===== src/design/clcd_pkg.sv =====
// Shared types and constants of the LCD command sequencer.
package clcd_pkg;

  // Stream widths: fields packed from bit zero, tdata padded to whole bytes.
  localparam int IN_TDATA_W  = 24;
  localparam int IN_TUSER_W  = 3;
  localparam int OUT_TDATA_W = 40;
  localparam int CFG_INDEX_W = 3;
  localparam int CFG_DATA_W  = 16;

  // What the back end has to emit for one queued job.
  typedef enum logic [1:0] {
    JOB_READ,
    JOB_WRITE,
    JOB_WRITE_READ
  } job_kind_t;

  // Which hold time follows a write.
  typedef enum logic [1:0] {
    HOLD_CMD,
    HOLD_DATA,
    HOLD_CLEAR
  } hold_sel_t;

  typedef struct packed {
    job_kind_t  kind;
    logic       rs;
    logic [7:0] bus_byte;
    hold_sel_t  hold;
  } job_t;

  typedef struct packed {
    logic [7:0]  setup_us;
    logic [7:0]  cmd_hold_us;
    logic [7:0]  data_hold_us;
    logic [15:0] clear_hold_us;
    logic [7:0]  func_set;
    logic [7:0]  disp_ctrl;
    logic [7:0]  entry_mode;
  } clcd_cfg_t;

endpackage


===== src/design/clcd_queue.sv =====
// Small job queue between the request front end and the bus back end.
module clcd_queue #(
  parameter int DEPTH = 4
) (
  input  logic          clk,
  input  logic          rst_n,
  input  logic          push,
  input  clcd_pkg::job_t push_job,
  output logic          full,
  input  logic          pop,
  output logic          head_valid,
  output clcd_pkg::job_t head_job
);
  import clcd_pkg::*;

  localparam int PW = (DEPTH > 1) ? $clog2(DEPTH) : 1;
  localparam int CW = $clog2(DEPTH + 1);

  job_t            entries [DEPTH];
  logic [PW-1:0]   wr_ptr_r, wr_ptr_nxt;
  logic [PW-1:0]   rd_ptr_r, rd_ptr_nxt;
  logic [CW-1:0]   count_r, count_nxt;
  logic            do_push, do_pop;

  assign full       = (count_r == CW'(DEPTH));
  assign head_valid = (count_r != '0);
  assign head_job   = entries[rd_ptr_r];
  assign do_push    = push && !full;
  assign do_pop     = pop && head_valid;

  always_comb begin
    wr_ptr_nxt = wr_ptr_r;
    rd_ptr_nxt = rd_ptr_r;
    count_nxt  = count_r;
    if (do_push) begin
      wr_ptr_nxt = (wr_ptr_r == PW'(DEPTH - 1)) ? '0 : wr_ptr_r + 1'b1;
    end
    if (do_pop) begin
      rd_ptr_nxt = (rd_ptr_r == PW'(DEPTH - 1)) ? '0 : rd_ptr_r + 1'b1;
    end
    if (do_push && !do_pop) begin
      count_nxt = count_r + 1'b1;
    end else if (do_pop && !do_push) begin
      count_nxt = count_r - 1'b1;
    end
  end

  always_ff @(posedge clk) begin
    if (!rst_n) begin
      wr_ptr_r <= '0;
      rd_ptr_r <= '0;
      count_r  <= '0;
    end else begin
      wr_ptr_r <= wr_ptr_nxt;
      rd_ptr_r <= rd_ptr_nxt;
      count_r  <= count_nxt;
    end
  end

  always_ff @(posedge clk) begin
    if (do_push) begin
      entries[wr_ptr_r] <= push_job;
    end
  end

endmodule


===== src/design/clcd_front.sv =====
// Request front end: tracks the pending request and turns request and status words into bus jobs.
module clcd_front #(
  parameter int COLUMNS = 40
) (
  input  logic             clk,
  input  logic             rst_n,
  input  logic             in_fire,
  input  logic [2:0]       action,
  input  logic [7:0]       char_code,
  input  logic [5:0]       column,
  input  logic [1:0]       row,
  input  logic             busy_flag,
  input  clcd_pkg::clcd_cfg_t cfg,
  output logic             push,
  output clcd_pkg::job_t   push_job
);
  import clcd_pkg::*;

  localparam logic [2:0] ACT_INIT   = 3'd0;
  localparam logic [2:0] ACT_CHAR   = 3'd1;
  localparam logic [2:0] ACT_GOTO   = 3'd2;
  localparam logic [2:0] ACT_CLEAR  = 3'd3;
  localparam logic [2:0] ACT_STATUS = 3'd4;

  localparam logic [7:0] CMD_CLEAR   = 8'h01;
  localparam logic [7:0] CMD_DDRAM   = 8'h80;
  localparam logic [7:0] LINE2_BASE  = 8'h40;
  localparam logic [7:0] COLS        = 8'(COLUMNS);

  typedef enum logic [2:0] {
    OP_NONE,
    OP_INIT,
    OP_CHAR,
    OP_GOTO,
    OP_CLEAR
  } op_t;

  op_t        op_r, op_nxt;
  logic [1:0] init_index_r, init_index_nxt;
  logic [7:0] pending_byte_r, pending_byte_nxt;
  logic       pending_is_data_r, pending_is_data_nxt;

  logic [7:0] col_c;
  logic [7:0] addr_c;

  // Clamp the column into 1..COLUMNS, then form the DDRAM address.
  always_comb begin
    col_c = {2'b00, column};
    if (col_c == 8'd0) begin
      col_c = 8'd1;
    end
    if (col_c > COLS) begin
      col_c = COLS;
    end
    addr_c = col_c - 8'd1;
    if (row == 2'd2) begin
      addr_c = addr_c + LINE2_BASE;
    end
    addr_c = CMD_DDRAM | {1'b0, addr_c[6:0]};
  end

  always_comb begin
    op_nxt              = op_r;
    init_index_nxt      = init_index_r;
    pending_byte_nxt    = pending_byte_r;
    pending_is_data_nxt = pending_is_data_r;
    push                = 1'b0;
    push_job            = '{kind: JOB_READ, rs: 1'b0, bus_byte: 8'd0, hold: HOLD_CMD};
    if (in_fire) begin
      if (action <= ACT_CLEAR) begin
        // A new request is dropped while another one is still pending.
        if (op_r == OP_NONE) begin
          push                = 1'b1;
          pending_is_data_nxt = 1'b0;
          unique case (action)
            ACT_INIT: begin
              op_nxt           = OP_INIT;
              init_index_nxt   = 2'd0;
              pending_byte_nxt = CMD_CLEAR;
            end
            ACT_CHAR: begin
              op_nxt              = OP_CHAR;
              pending_byte_nxt    = char_code;
              pending_is_data_nxt = 1'b1;
            end
            ACT_GOTO: begin
              op_nxt           = OP_GOTO;
              pending_byte_nxt = addr_c;
            end
            default: begin
              op_nxt           = OP_CLEAR;
              pending_byte_nxt = CMD_CLEAR;
            end
          endcase
        end
      end else if (action == ACT_STATUS && op_r != OP_NONE) begin
        push = 1'b1;
        if (!busy_flag) begin
          if (op_r == OP_INIT) begin
            unique case (init_index_r)
              2'd0: push_job = '{kind: JOB_WRITE_READ, rs: 1'b0, bus_byte: CMD_CLEAR,
                                 hold: HOLD_CLEAR};
              2'd1: push_job = '{kind: JOB_WRITE_READ, rs: 1'b0, bus_byte: cfg.func_set,
                                 hold: HOLD_CMD};
              2'd2: push_job = '{kind: JOB_WRITE_READ, rs: 1'b0, bus_byte: cfg.disp_ctrl,
                                 hold: HOLD_CMD};
              2'd3: push_job = '{kind: JOB_WRITE, rs: 1'b0, bus_byte: cfg.entry_mode,
                                 hold: HOLD_CMD};
            endcase
            if (init_index_r == 2'd3) begin
              op_nxt         = OP_NONE;
              init_index_nxt = 2'd0;
            end else begin
              init_index_nxt = init_index_r + 2'd1;
            end
          end else begin
            push_job.kind     = JOB_WRITE;
            push_job.rs       = pending_is_data_r;
            push_job.bus_byte = pending_byte_r;
            if (op_r == OP_CHAR) begin
              push_job.hold = HOLD_DATA;
            end else if (op_r == OP_CLEAR) begin
              push_job.hold = HOLD_CLEAR;
            end else begin
              push_job.hold = HOLD_CMD;
            end
            op_nxt              = OP_NONE;
            pending_is_data_nxt = 1'b0;
          end
        end
      end
    end
  end

  always_ff @(posedge clk) begin
    if (!rst_n) begin
      op_r              <= OP_NONE;
      init_index_r      <= 2'd0;
      pending_byte_r    <= 8'd0;
      pending_is_data_r <= 1'b0;
    end else begin
      op_r              <= op_nxt;
      init_index_r      <= init_index_nxt;
      pending_byte_r    <= pending_byte_nxt;
      pending_is_data_r <= pending_is_data_nxt;
    end
  end

endmodule


===== src/design/clcd_back.sv =====
// Bus back end: expands queued jobs into transaction words behind an output register.
module clcd_back (
  input  logic                clk,
  input  logic                rst_n,
  input  logic                head_valid,
  input  clcd_pkg::job_t      head_job,
  output logic                pop,
  input  clcd_pkg::clcd_cfg_t cfg,
  output logic                out_valid,
  input  logic                out_ready,
  output logic                reg_select,
  output logic                read_not_write,
  output logic [7:0]          bus_byte,
  output logic [7:0]          pre_wait_us,
  output logic [15:0]         post_wait_us,
  output logic                last
);
  import clcd_pkg::*;

  logic        out_valid_r;
  logic        phase_r;
  logic        rs_r, rw_r, last_r;
  logic [7:0]  byte_r, pre_r;
  logic [15:0] post_r;
  logic        load;
  logic [15:0] hold_c;

  assign load = !out_valid_r || out_ready;
  // The job leaves the queue with its first word; a trailing status read
  // of an init step is sent from phase_r.
  assign pop  = load && !phase_r && head_valid;

  always_comb begin
    unique case (head_job.hold)
      HOLD_CMD:   hold_c = {8'd0, cfg.cmd_hold_us};
      HOLD_DATA:  hold_c = {8'd0, cfg.data_hold_us};
      HOLD_CLEAR: hold_c = cfg.clear_hold_us;
      default:    hold_c = {8'd0, cfg.cmd_hold_us};
    endcase
  end

  always_ff @(posedge clk) begin
    if (!rst_n) begin
      out_valid_r <= 1'b0;
      phase_r     <= 1'b0;
    end else if (load) begin
      if (phase_r) begin
        out_valid_r <= 1'b1;
        phase_r     <= 1'b0;
      end else if (head_valid) begin
        out_valid_r <= 1'b1;
        phase_r     <= (head_job.kind == JOB_WRITE_READ);
      end else begin
        out_valid_r <= 1'b0;
      end
    end
  end

  always_ff @(posedge clk) begin
    if (load) begin
      if (phase_r || head_job.kind == JOB_READ) begin
        rs_r   <= 1'b0;
        rw_r   <= 1'b1;
        byte_r <= 8'd0;
        pre_r  <= 8'd0;
        post_r <= 16'd0;
        last_r <= 1'b1;
      end else begin
        rs_r   <= head_job.rs;
        rw_r   <= 1'b0;
        byte_r <= head_job.bus_byte;
        pre_r  <= cfg.setup_us;
        post_r <= hold_c;
        last_r <= (head_job.kind == JOB_WRITE);
      end
    end
  end

  assign out_valid      = out_valid_r;
  assign reg_select     = rs_r;
  assign read_not_write = rw_r;
  assign bus_byte       = byte_r;
  assign pre_wait_us    = pre_r;
  assign post_wait_us   = post_r;
  assign last           = last_r;

endmodule


===== src/design/char_lcd_command_sequencer_unit.sv =====
// Top level of the character LCD command sequencer.
//
//   channel  dir  handshake               payload
//   in_      in   in_tvalid / in_tready   in_tuser action, in_tdata request fields
//   out_     out  out_tvalid / out_tready out_tdata transaction, out_tlast
//   cfg_     in   cfg_valid / cfg_ready   cfg_index, cfg_data
//
// One input word is taken per cycle while the job queue has room; an init
// step ending in a write and a new status read yields two output words,
// every other job one. A job is registered in the queue, then in the
// output register. rst_n clears the pending request, the queue and the
// output register and loads the default timing and init words. A stalled
// output fills the queue before in_tready drops. cfg_ready is always high.
module char_lcd_command_sequencer_unit #(
  parameter int COLUMNS     = 40,
  parameter int QUEUE_DEPTH = 4
) (
  input  logic                              clk,
  input  logic                              rst_n,
  input  logic                              in_tvalid,
  output logic                              in_tready,
  // [7:0] char_code, [13:8] column, [15:14] row, [16] busy_flag
  input  logic [clcd_pkg::IN_TDATA_W-1:0]   in_tdata,
  // [2:0] action
  input  logic [clcd_pkg::IN_TUSER_W-1:0]   in_tuser,
  output logic                              out_tvalid,
  input  logic                              out_tready,
  // [0] reg_select, [1] read_not_write, [9:2] bus_byte, [17:10] pre_wait_us,
  // [33:18] post_wait_us
  output logic [clcd_pkg::OUT_TDATA_W-1:0]  out_tdata,
  output logic                              out_tlast,
  input  logic                              cfg_valid,
  output logic                              cfg_ready,
  input  logic [clcd_pkg::CFG_INDEX_W-1:0]  cfg_index,
  input  logic [clcd_pkg::CFG_DATA_W-1:0]   cfg_data
);
  import clcd_pkg::*;

  localparam logic [CFG_INDEX_W-1:0] REG_SETUP      = 3'd0;
  localparam logic [CFG_INDEX_W-1:0] REG_CMD_HOLD   = 3'd1;
  localparam logic [CFG_INDEX_W-1:0] REG_DATA_HOLD  = 3'd2;
  localparam logic [CFG_INDEX_W-1:0] REG_CLEAR_HOLD = 3'd3;
  localparam logic [CFG_INDEX_W-1:0] REG_FUNC_SET   = 3'd4;
  localparam logic [CFG_INDEX_W-1:0] REG_DISP_CTRL  = 3'd5;
  localparam logic [CFG_INDEX_W-1:0] REG_ENTRY_MODE = 3'd6;

  clcd_cfg_t cfg_r, cfg_nxt;
  logic      q_full, q_push, q_pop, q_head_valid;
  job_t      q_push_job, q_head_job;
  logic      in_fire;
  logic      rs, rw, last;
  logic [7:0]  bus_byte, pre_us;
  logic [15:0] post_us;

  assign cfg_ready = 1'b1;

  always_comb begin
    cfg_nxt = cfg_r;
    if (cfg_valid) begin
      unique case (cfg_index)
        REG_SETUP:      cfg_nxt.setup_us      = cfg_data[7:0];
        REG_CMD_HOLD:   cfg_nxt.cmd_hold_us   = cfg_data[7:0];
        REG_DATA_HOLD:  cfg_nxt.data_hold_us  = cfg_data[7:0];
        REG_CLEAR_HOLD: cfg_nxt.clear_hold_us = cfg_data;
        REG_FUNC_SET:   cfg_nxt.func_set      = cfg_data[7:0];
        REG_DISP_CTRL:  cfg_nxt.disp_ctrl     = cfg_data[7:0];
        REG_ENTRY_MODE: cfg_nxt.entry_mode    = cfg_data[7:0];
        default:        cfg_nxt = cfg_r;
      endcase
    end
  end

  always_ff @(posedge clk) begin
    if (!rst_n) begin
      cfg_r <= '{setup_us: 8'd8, cmd_hold_us: 8'd39, data_hold_us: 8'd43,
                 clear_hold_us: 16'd2000, func_set: 8'h38, disp_ctrl: 8'h0e,
                 entry_mode: 8'h04};
    end else begin
      cfg_r <= cfg_nxt;
    end
  end

  assign in_tready = !q_full;
  assign in_fire   = in_tvalid && in_tready;

  clcd_front #(
    .COLUMNS(COLUMNS)
  ) u_front (
    .clk      (clk),
    .rst_n    (rst_n),
    .in_fire  (in_fire),
    .action   (in_tuser[2:0]),
    .char_code(in_tdata[7:0]),
    .column   (in_tdata[13:8]),
    .row      (in_tdata[15:14]),
    .busy_flag(in_tdata[16]),
    .cfg      (cfg_r),
    .push     (q_push),
    .push_job (q_push_job)
  );

  clcd_queue #(
    .DEPTH(QUEUE_DEPTH)
  ) u_queue (
    .clk       (clk),
    .rst_n     (rst_n),
    .push      (q_push),
    .push_job  (q_push_job),
    .full      (q_full),
    .pop       (q_pop),
    .head_valid(q_head_valid),
    .head_job  (q_head_job)
  );

  clcd_back u_back (
    .clk           (clk),
    .rst_n         (rst_n),
    .head_valid    (q_head_valid),
    .head_job      (q_head_job),
    .pop           (q_pop),
    .cfg           (cfg_r),
    .out_valid     (out_tvalid),
    .out_ready     (out_tready),
    .reg_select    (rs),
    .read_not_write(rw),
    .bus_byte      (bus_byte),
    .pre_wait_us   (pre_us),
    .post_wait_us  (post_us),
    .last          (last)
  );

  assign out_tdata = {6'd0, post_us, pre_us, bus_byte, rw, rs};
  assign out_tlast = last;

endmodule


===== config.mk =====
export PLATFORM = sky130hd
export DESIGN_NAME = char_lcd_command_sequencer_unit
export DESIGN_NICKNAME = d
export VERILOG_FILES = /design/src/design/clcd_pkg.sv /design/src/design/clcd_queue.sv /design/src/design/clcd_front.sv /design/src/design/clcd_back.sv /design/src/design/char_lcd_command_sequencer_unit.sv
export SDC_FILE = /design/constraint.sdc
export NUM_CORES = 1
export LEC_CHECK = 0
export BUFFER_PORTS_ARGS = -buffer_cell sky130_fd_sc_hd__buf_2
export CORE_AREA = 5 5 136 138
export DETAILED_ROUTE_END_ITERATION = 8
export DIE_AREA = 0 0 141 143
export PLACE_DENSITY_LB_ADDON = 0.08
export RECOVER_POWER = 100
export SYNTH_ARGS = -nofsm -noshare
export SYNTH_HDL_FRONTEND = slang
export SYNTH_SLANG_ARGS = --single-unit

===== constraint.sdc =====
create_clock -name clk -period 3.15 [get_ports clk]
set_clock_uncertainty 0.15 [all_clocks]
set_input_delay 0 -clock clk [delete_from_list [all_inputs] [get_ports clk]]
set_output_delay 0 -clock clk [all_outputs]
set_load 0.01 [all_outputs]

**After elaboration in Yosys (flattened, before gate mapping)**

Memory sizes are Yosys's and may differ from the RTL's. A register that Yosys moved wholly into a read port is not among the register bits.
Index checks and enable logic that the tools add are counted.
W data, S select, Z words.

- Input port bits: 51
- Memory bits (writable): 52
- Memories kept: 1
- Output and inout port bits: 44
- Word-level logic and storage cells: 147
- Flip-flop bits (word level): 122

Memory list:

| memory | words | width | rd ports | clocked after memory_dff | wr ports | line | RTL |
|---|---|---|---|---|---|---|---|
| u_queue.entries | 4 | 13 | 1 | 1 | 1 | clcd_queue.sv:19 | `job_t entries [DEPTH];` |

- Add/subtract/negate cells: 7
- $lt $le $gt $ge: 2
- Muxes and demuxes: 50
- Equality and inequality tests: 28
- Reductions and logical operators: 37

Operators by type and width:

| operator | count |
|---|---|
| $mux W13 | 5 |
| $pmux W13 S4 | 1 |
| $pmux W16 S2 | 1 |
| $mux W2 | 13 |
| $mux W3 | 8 |
| $eq A3 B3 Y1 const B | 6 |
| $mux W1 | 17 |
| $pmux W8 S2 | 1 |
| $eq A2 B2 Y1 const B | 7 |
| $reduce_and A2 Y1 | 7 |
| $eq A3 B2 Y1 const B | 4 |
| $mux W6 | 2 |
| $reduce_and A5 Y1 | 2 |
| $eq A3 B1 Y1 const B | 3 |
| $logic_not A3 Y1 | 3 |
| $pmux W3 S3 | 1 |
| $logic_and A1 B1 Y1 | 8 |
| $add A7 B7 Y7 const B | 1 |
| $mux W7 | 1 |
| $sub A7 B1 Y7 const B | 1 |
| $add A2 B1 Y2 const B | 3 |
| $eq A2 B1 Y1 const B | 3 |
| $gt A6 B6 Y1 const B | 1 |
| $logic_not A6 Y1 | 1 |
| 13 further kinds | 24 |

**Logic depth before layout (Yosys ltp)**

- Depth after elaboration: 10
- Gate-level depth with buffers: 10
- Depth with buffers taken out: 9

**Cells and area by module**

From an unflattened synthesis, not the netlist that was laid out.

- Cell total of the unflattened synthesis: 643
- Area, all modules: 7,787.5 um^2

By module, submodules not included:

| module | cells an instance | seq. area each (um^2) | instances | area each (um^2) |
|---|---|---|---|---|
| char_lcd_command_sequencer_unit | 254 | 1,281.2 | 1 | 2,582.5 |
| clcd_queue | 118 | 1,741.7 | 1 | 2,399.8 |
| clcd_back | 105 | 1,091.0 | 1 | 1,565.3 |
| clcd_front | 166 | 280.3 | 1 | 1,239.9 |

**Worst setup path after synthesis**

OpenSTA, ideal clock, no wires.

- Path kind: register to register
- From: reg with a tool-made name
- To: reg u_back.post_r[0] (netlist: u_back.post_wait_us[0]) (data pin)
- Data arrival time: 2.254 ns
- Cell stages (with the launch flop): 9
- Setup slack: 0.491 ns
- Library setup time: 0.255 ns
- Cell sequence: dfxtp_1 > buf_2 > mux4_2 > ha_1 > clkbuf_1 > clkbuf_1 > nor2_1 > a21oi_1 > nor2_1

RTL lines:

| element | line | RTL |
|---|---|---|
| to (signal assigned) | clcd_back.sv:73 | `post_r <= hold_c;` |
| to (decl) | clcd_back.sv:24 | `logic [15:0] post_r;` |

**Final worst setup path**

- From: reg u_front.op_r[2]
- To: reg u_queue.count_r[2]

- Word-level cells in the longest chain between the ends: 9
- Elaborated cells between the ends (all ways): 13
- Classes of those cells: mux (5); reduce/logical (8)

RTL lines:

| element | line | RTL |
|---|---|---|
| from (decl) | clcd_front.sv:38 | `op_t op_r, op_nxt;` |
| from (signal assigned) | clcd_front.sv:142 | `op_r <= op_nxt;` |
| $reduce_bool A3 Y1 | clcd_front.sv:96 | `end else if (action == ACT_STATUS && op_r != OP_NONE) begin` |
| $logic_and A1 B1 Y1 | clcd_front.sv:96 |  |
| $mux W1 | clcd_front.sv:96 |  |
| $mux W1 (*) | clcd_front.sv:70 | `if (action <= ACT_CLEAR) begin` |
| $mux W1 (*) | clcd_front.sv:69 | `if (in_fire) begin` |
| $logic_and A1 B1 Y1 (*) | clcd_queue.sv:28 | `assign do_push = push && !full;` |
| via u_queue.do_push | clcd_queue.sv:23 | `logic do_push, do_pop;` |
| $logic_not A1 Y1 | clcd_queue.sv:43 | `end else if (do_pop && !do_push) begin` |
| $logic_and A1 B1 Y1 | clcd_queue.sv:43 |  |
| $reduce_bool A2 Y1 (no line) | -- |  |
| to (signal assigned) | clcd_queue.sv:56 | `count_r <= count_nxt;` |
| to (decl) | clcd_queue.sv:22 | `logic [CW-1:0] count_r, count_nxt;` |

The timed path passes the listed nets; every way through them passes the cells marked *.
A chain may end at the register's enable or synchronous reset.

==> results by group <==
Clocking
  • Inserted Clock Buffers: 17
  • Clock transition at the registers of the reported paths: 0.07 ns
  • Clock insertion delay at the later pin of the skew report: 0.42 ns
  • Num Clock Sinks: 176
  • Max Buffers Root-to-Sink: 2
  • Root buffer cell: clkbuf_16
  • Resize count post-CTS: 0
  • Number of levels the H-tree was split into: 4
  • TritonCTS clock tree: yes

Detailed routing
  • Routed length per placed instance: 15.7 µm
  • Total via count after detailed routing: 5419
  • Iter 0 DRT Violations: 263
  • Detailed-router iteration count before antenna repair: 5
  • Average via count per standard cell: 5.13
  • Total wire length: 16.6 mm
  • DRT antenna net count: 0
  • Post-detailed-route DRC marker count: 0

Timing
  • Final worst path period need: 2.96 ns
  • Pin slew with the least headroom to its limit: 1.79 ns
  • Share of the clock period used by the worst path: 93.9%
  • Number of slew-limit violations in the final report: 36
  • Final setup vio count: 0
  • Hold violation count in the final report: 0
  • Rel. slew slack: -19.0%
  • Slack of the critical path: 0.193 ns
  • Total negative slack for setup checks: 0 ns
  • Upper clock frequency limit: 338 MHz
  • RSZ-0062 raised after global routing: false

Critical path
  • Max Fanout on Critical Path: 7
  • Crit path arrival time: 3.15 ns
  • Worst R2R End: u_queue.count_r[2]$_SDFFE_PN0P_
  • Setup CP Type: flip-flop to flip-flop
  • Critical path required time: 3.34 ns
  • Register-to-register path setup slack: 0.19 ns
  • Length in cells of the worst reg-to-reg path: 8
  • Cell breakdown of the critical path: or4_1 > a21oi_2 > ha_1 > inv_1 > fa_1 > xor2_1 > or3_1 > a21boi_0
  • Worst Setup Start Kind: flip-flop
  • Bufs and invs on worst path: 1
  • Crit. End Element: flip-flop
  • Slowest cell on the critical path: or4_1
  • Maximum cell stage delay along the critical path: 0.64 ns
  • Critical path's top delay family: simple AND/OR/NAND/NOR gates
  • Launching point of the worst reg2reg path: u_front.op_r[2]$_SDFFE_PN0P_

Cells and area
  • Area growth from synthesis to final layout: 21.3%
  • Post-layout net count: 885
  • Number of fillers in the final layout: 1545
  • Inserted Diodes: 0
  • Cell area after layout: 0.00909 mm²
  • Fraction of layout instances using a drive strength above 1: 11.4%

Synth
  • Post-synthesis sequential area ratio: 58.6%
  • Number of enable-type register cells in the synthesized netlist: 87
  • Yosys warnings: 0
  • Post-synthesis instance area: 0.00750 mm²
  • Portion of synthesized cell area occupied by the leading cell type: 34.8%
  • Post-synthesis async set-or-reset flop share: 0%
  • Synth cell count leaders: nand2_1 (151), dfxtp_1 (89), edfxtp_1 (87)
  • Cell types occupying the most area after synthesis: edfxtp_1 (35%), dfxtp_1 (24%), nand2_1 (7.6%)
  • Library cells used by synthesis: 55
  • Dominant cell by count in the synthesized netlist: nand2_1
  • Total of flip-flops plus latches after synthesis: 176
  • Commonest register cell after synthesis: dfxtp_1
  • Cell accounting for the most synthesized area: edfxtp_1
  • Average cell area after synthesis: 10.8 µm²
  • Gate Count Post-Synth: 693

Place
  • HPWL Detailed: 11.4 mm
  • Gp weighted congestion: 0.801
  • DP Area: 0.00807 mm²
  • Pre-CTS setup slack: 0.276 ns
  • Input/output buffers: 80

Floorplan
  • Area of the core region: 0.0171 mm²
  • Total number of placement rows: 48
  • Starting density of the core: 44.0%
  • Width of the die: 141 µm
  • Die boundary height: 143 µm
  • Number of ports placed on the die boundary: 95
  • Die area: 0.0202 mm²

Hold path
  • Startpoint of the worst hold path: cfg_valid
  • Worst hold path type: input port to flip-flop
  • Count of cells along the worst hold path: 5
  • Capture endpoint of the worst hold path: cfg_r[43]$_SDFFE_PN1P_

Flow run
  • Max-cap viol count: 1

Power
  • P per Cell Area: 697 mW/mm²
  • Maximum ir drop on the vdd rail: 406 µV
  • Leakage power total: 3.37 nW
  • Total Power: 6.34 mW

Global route
  • Number of antenna violations at the first check in global routing: 0
  • Maximum number of pins on one net before global-route repair: 65
  • Wire length of the first global-routing pass: 27.2 mm
  • Via count of the first global-routing pass: 5380
  • Global router's overall resource usage: 17.0%
  • Overflow left after global routing: 0

Outcome
  • Failing checks: max-capacitance violations, max-slew violations
  • Run status: complete, but fails checks
==> metal layers <==
metal	global-route usage, %	part of all wire, %	up-vias
met4	5.86	1.6	0
met1	22.5	46	2570
li1	-	-	2694
met2	28.4	48	133
met5	0	0	-
met3	3.22	4.8	22
==> repair_timing <==
item,CTS,global route
hold buffers,50,0
setup buffers,0,3
endpoints found under the setup margin,0,1
hold endpoints to repair,89,0
==> layout make-up <==
type / instances / area [µm²] / area share (%)
Clock buffer: 19 / 433 / 4.76
Clock inverter: 13 / 158 / 1.73
Inverter: 14 / 52.6 / 0.578
Multi-Input combinational cell: 467 / 2860 / 31.4
Sequential cell: 176 / 4390 / 48.3
Tap cell: 225 / 282 / 3.10
Timing Repair Buffer: 143 / 917 / 10.1
==> layout by cell type, fill, tap and decap left out, types with 3 or more instances in the layout <==
master	count
and2_0	11
nor2b_1	8
a22oi_1	11
nand3_1	31
o21ai_0	10
a21oi_1	23
edfxtp_1	87
inv_1	14
inv_6	4
buf_4	3
and3_1	9
nor3b_1	4
nor3_1	17
nand2b_1	6
and2_1	11
clkbuf_16	17
nand2_1	151
ha_1	14
nor2_1	42
buf_2	41
a222oi_1	7
a31oi_1	3
mux4_2	13
dfxtp_1	89
bufinv_16	3
conb_1	7
a21boi_0	47
mux2i_1	8
dlygate4sd3_1	50
clkbuf_1	49
a211oi_1	3
==> worst max path at each step <==
| stage | start | slack [ns] | depth (start not counted) | end |
|---|---|---|---|---|
| floorplan | flip-flop | 0.49 | 8 | u_back.post_wait_us[0]$_SDFFCE_PP0N_ |
| global placement | u_front.op_r[2]$_SDFFE_PN0P_ | 0.40 | 8 | u_queue.count_r[2]$_SDFFE_PN0P_ |
| detailed placement | u_front.op_r[2]$_SDFFE_PN0P_ | 0.28 | 8 | u_queue.count_r[2]$_SDFFE_PN0P_ |
| finish | u_front.op_r[2]$_SDFFE_PN0P_ | 0.19 | 8 | u_queue.count_r[2]$_SDFFE_PN0P_ |
| global route | u_front.op_r[2]$_SDFFE_PN0P_ | 0.08 | 8 | u_queue.count_r[2]$_SDFFE_PN0P_ |
| CTS | u_front.op_r[2]$_SDFFE_PN0P_ | 0.03 | 6 | u_front.pending_byte_r[7]$_SDFFE_PN0P_ |
==> sequential cells by signal, summed over array words and instances, names as in the netlist, 2 cells and up, named ones only <==
signal,flops
u_back.post_wait_us,16
u_queue.rd_ptr_r,2
u_queue.wr_ptr_r,2
u_queue.count_r,3
u_queue.entries,52
cfg_r,64
u_front.pending_byte_r,8
u_front.init_index_r,2
u_front.op_r,3
u_back.pre_wait_us,8
u_back.bus_byte,8
==> stage by stage <==
stage          util, %  std cells  hold slack, ns
2_1_floorplan        -        698         -0.0276
3_3_place_gp      47.3        972          0.0763
3_5_place_dp      47.3        972          0.0655
4_1_cts           53.7       1054         0.00144
5_1_grt           53.3       1057          0.0537
6_report          53.3       1057          0.0212
==> cells by family (layout without fill, tap and decap cells) <==
| kind of cell | after synthesis | in the layout | synth area share (%) |
|---|---|---|---|
| other | 2 | 7 | 0.100 |
| xor gates and xnor gates | 3 | 3 | 0.351 |
| muxes | 22 | 22 | 5.12 |
| and+or+nand+nor | 304 | 304 | 18.9 |
| DFF | 176 | 176 | 58.6 |
| buffers and inverters | 55 | 189 | 3.44 |
| AOI/OAI and AO/OA | 116 | 116 | 10.9 |
| adders and majority gates | 15 | 15 | 2.60 |
==> worst register-to-register path, cell delays in order (launching register included) <==
cell and delay, ns:
dfxtp_1 0.36, or4_1 0.64, a21oi_2 0.36, ha_1 0.26, inv_1 0.06, fa_1 0.37
xor2_1 0.18, or3_1 0.32, a21boi_0 0.17
==> where the power goes <==
| group | internal [mW] | total, mW | switching (mW) |
|---|---|---|---|
| sequential | 2.76 | 2.88 | 0.122 |
| combinational | 0.558 | 1.34 | 0.784 |
| clock | 1.25 | 2.11 | 0.861 |
No activity file was read; power rests on OpenSTA's default activity.
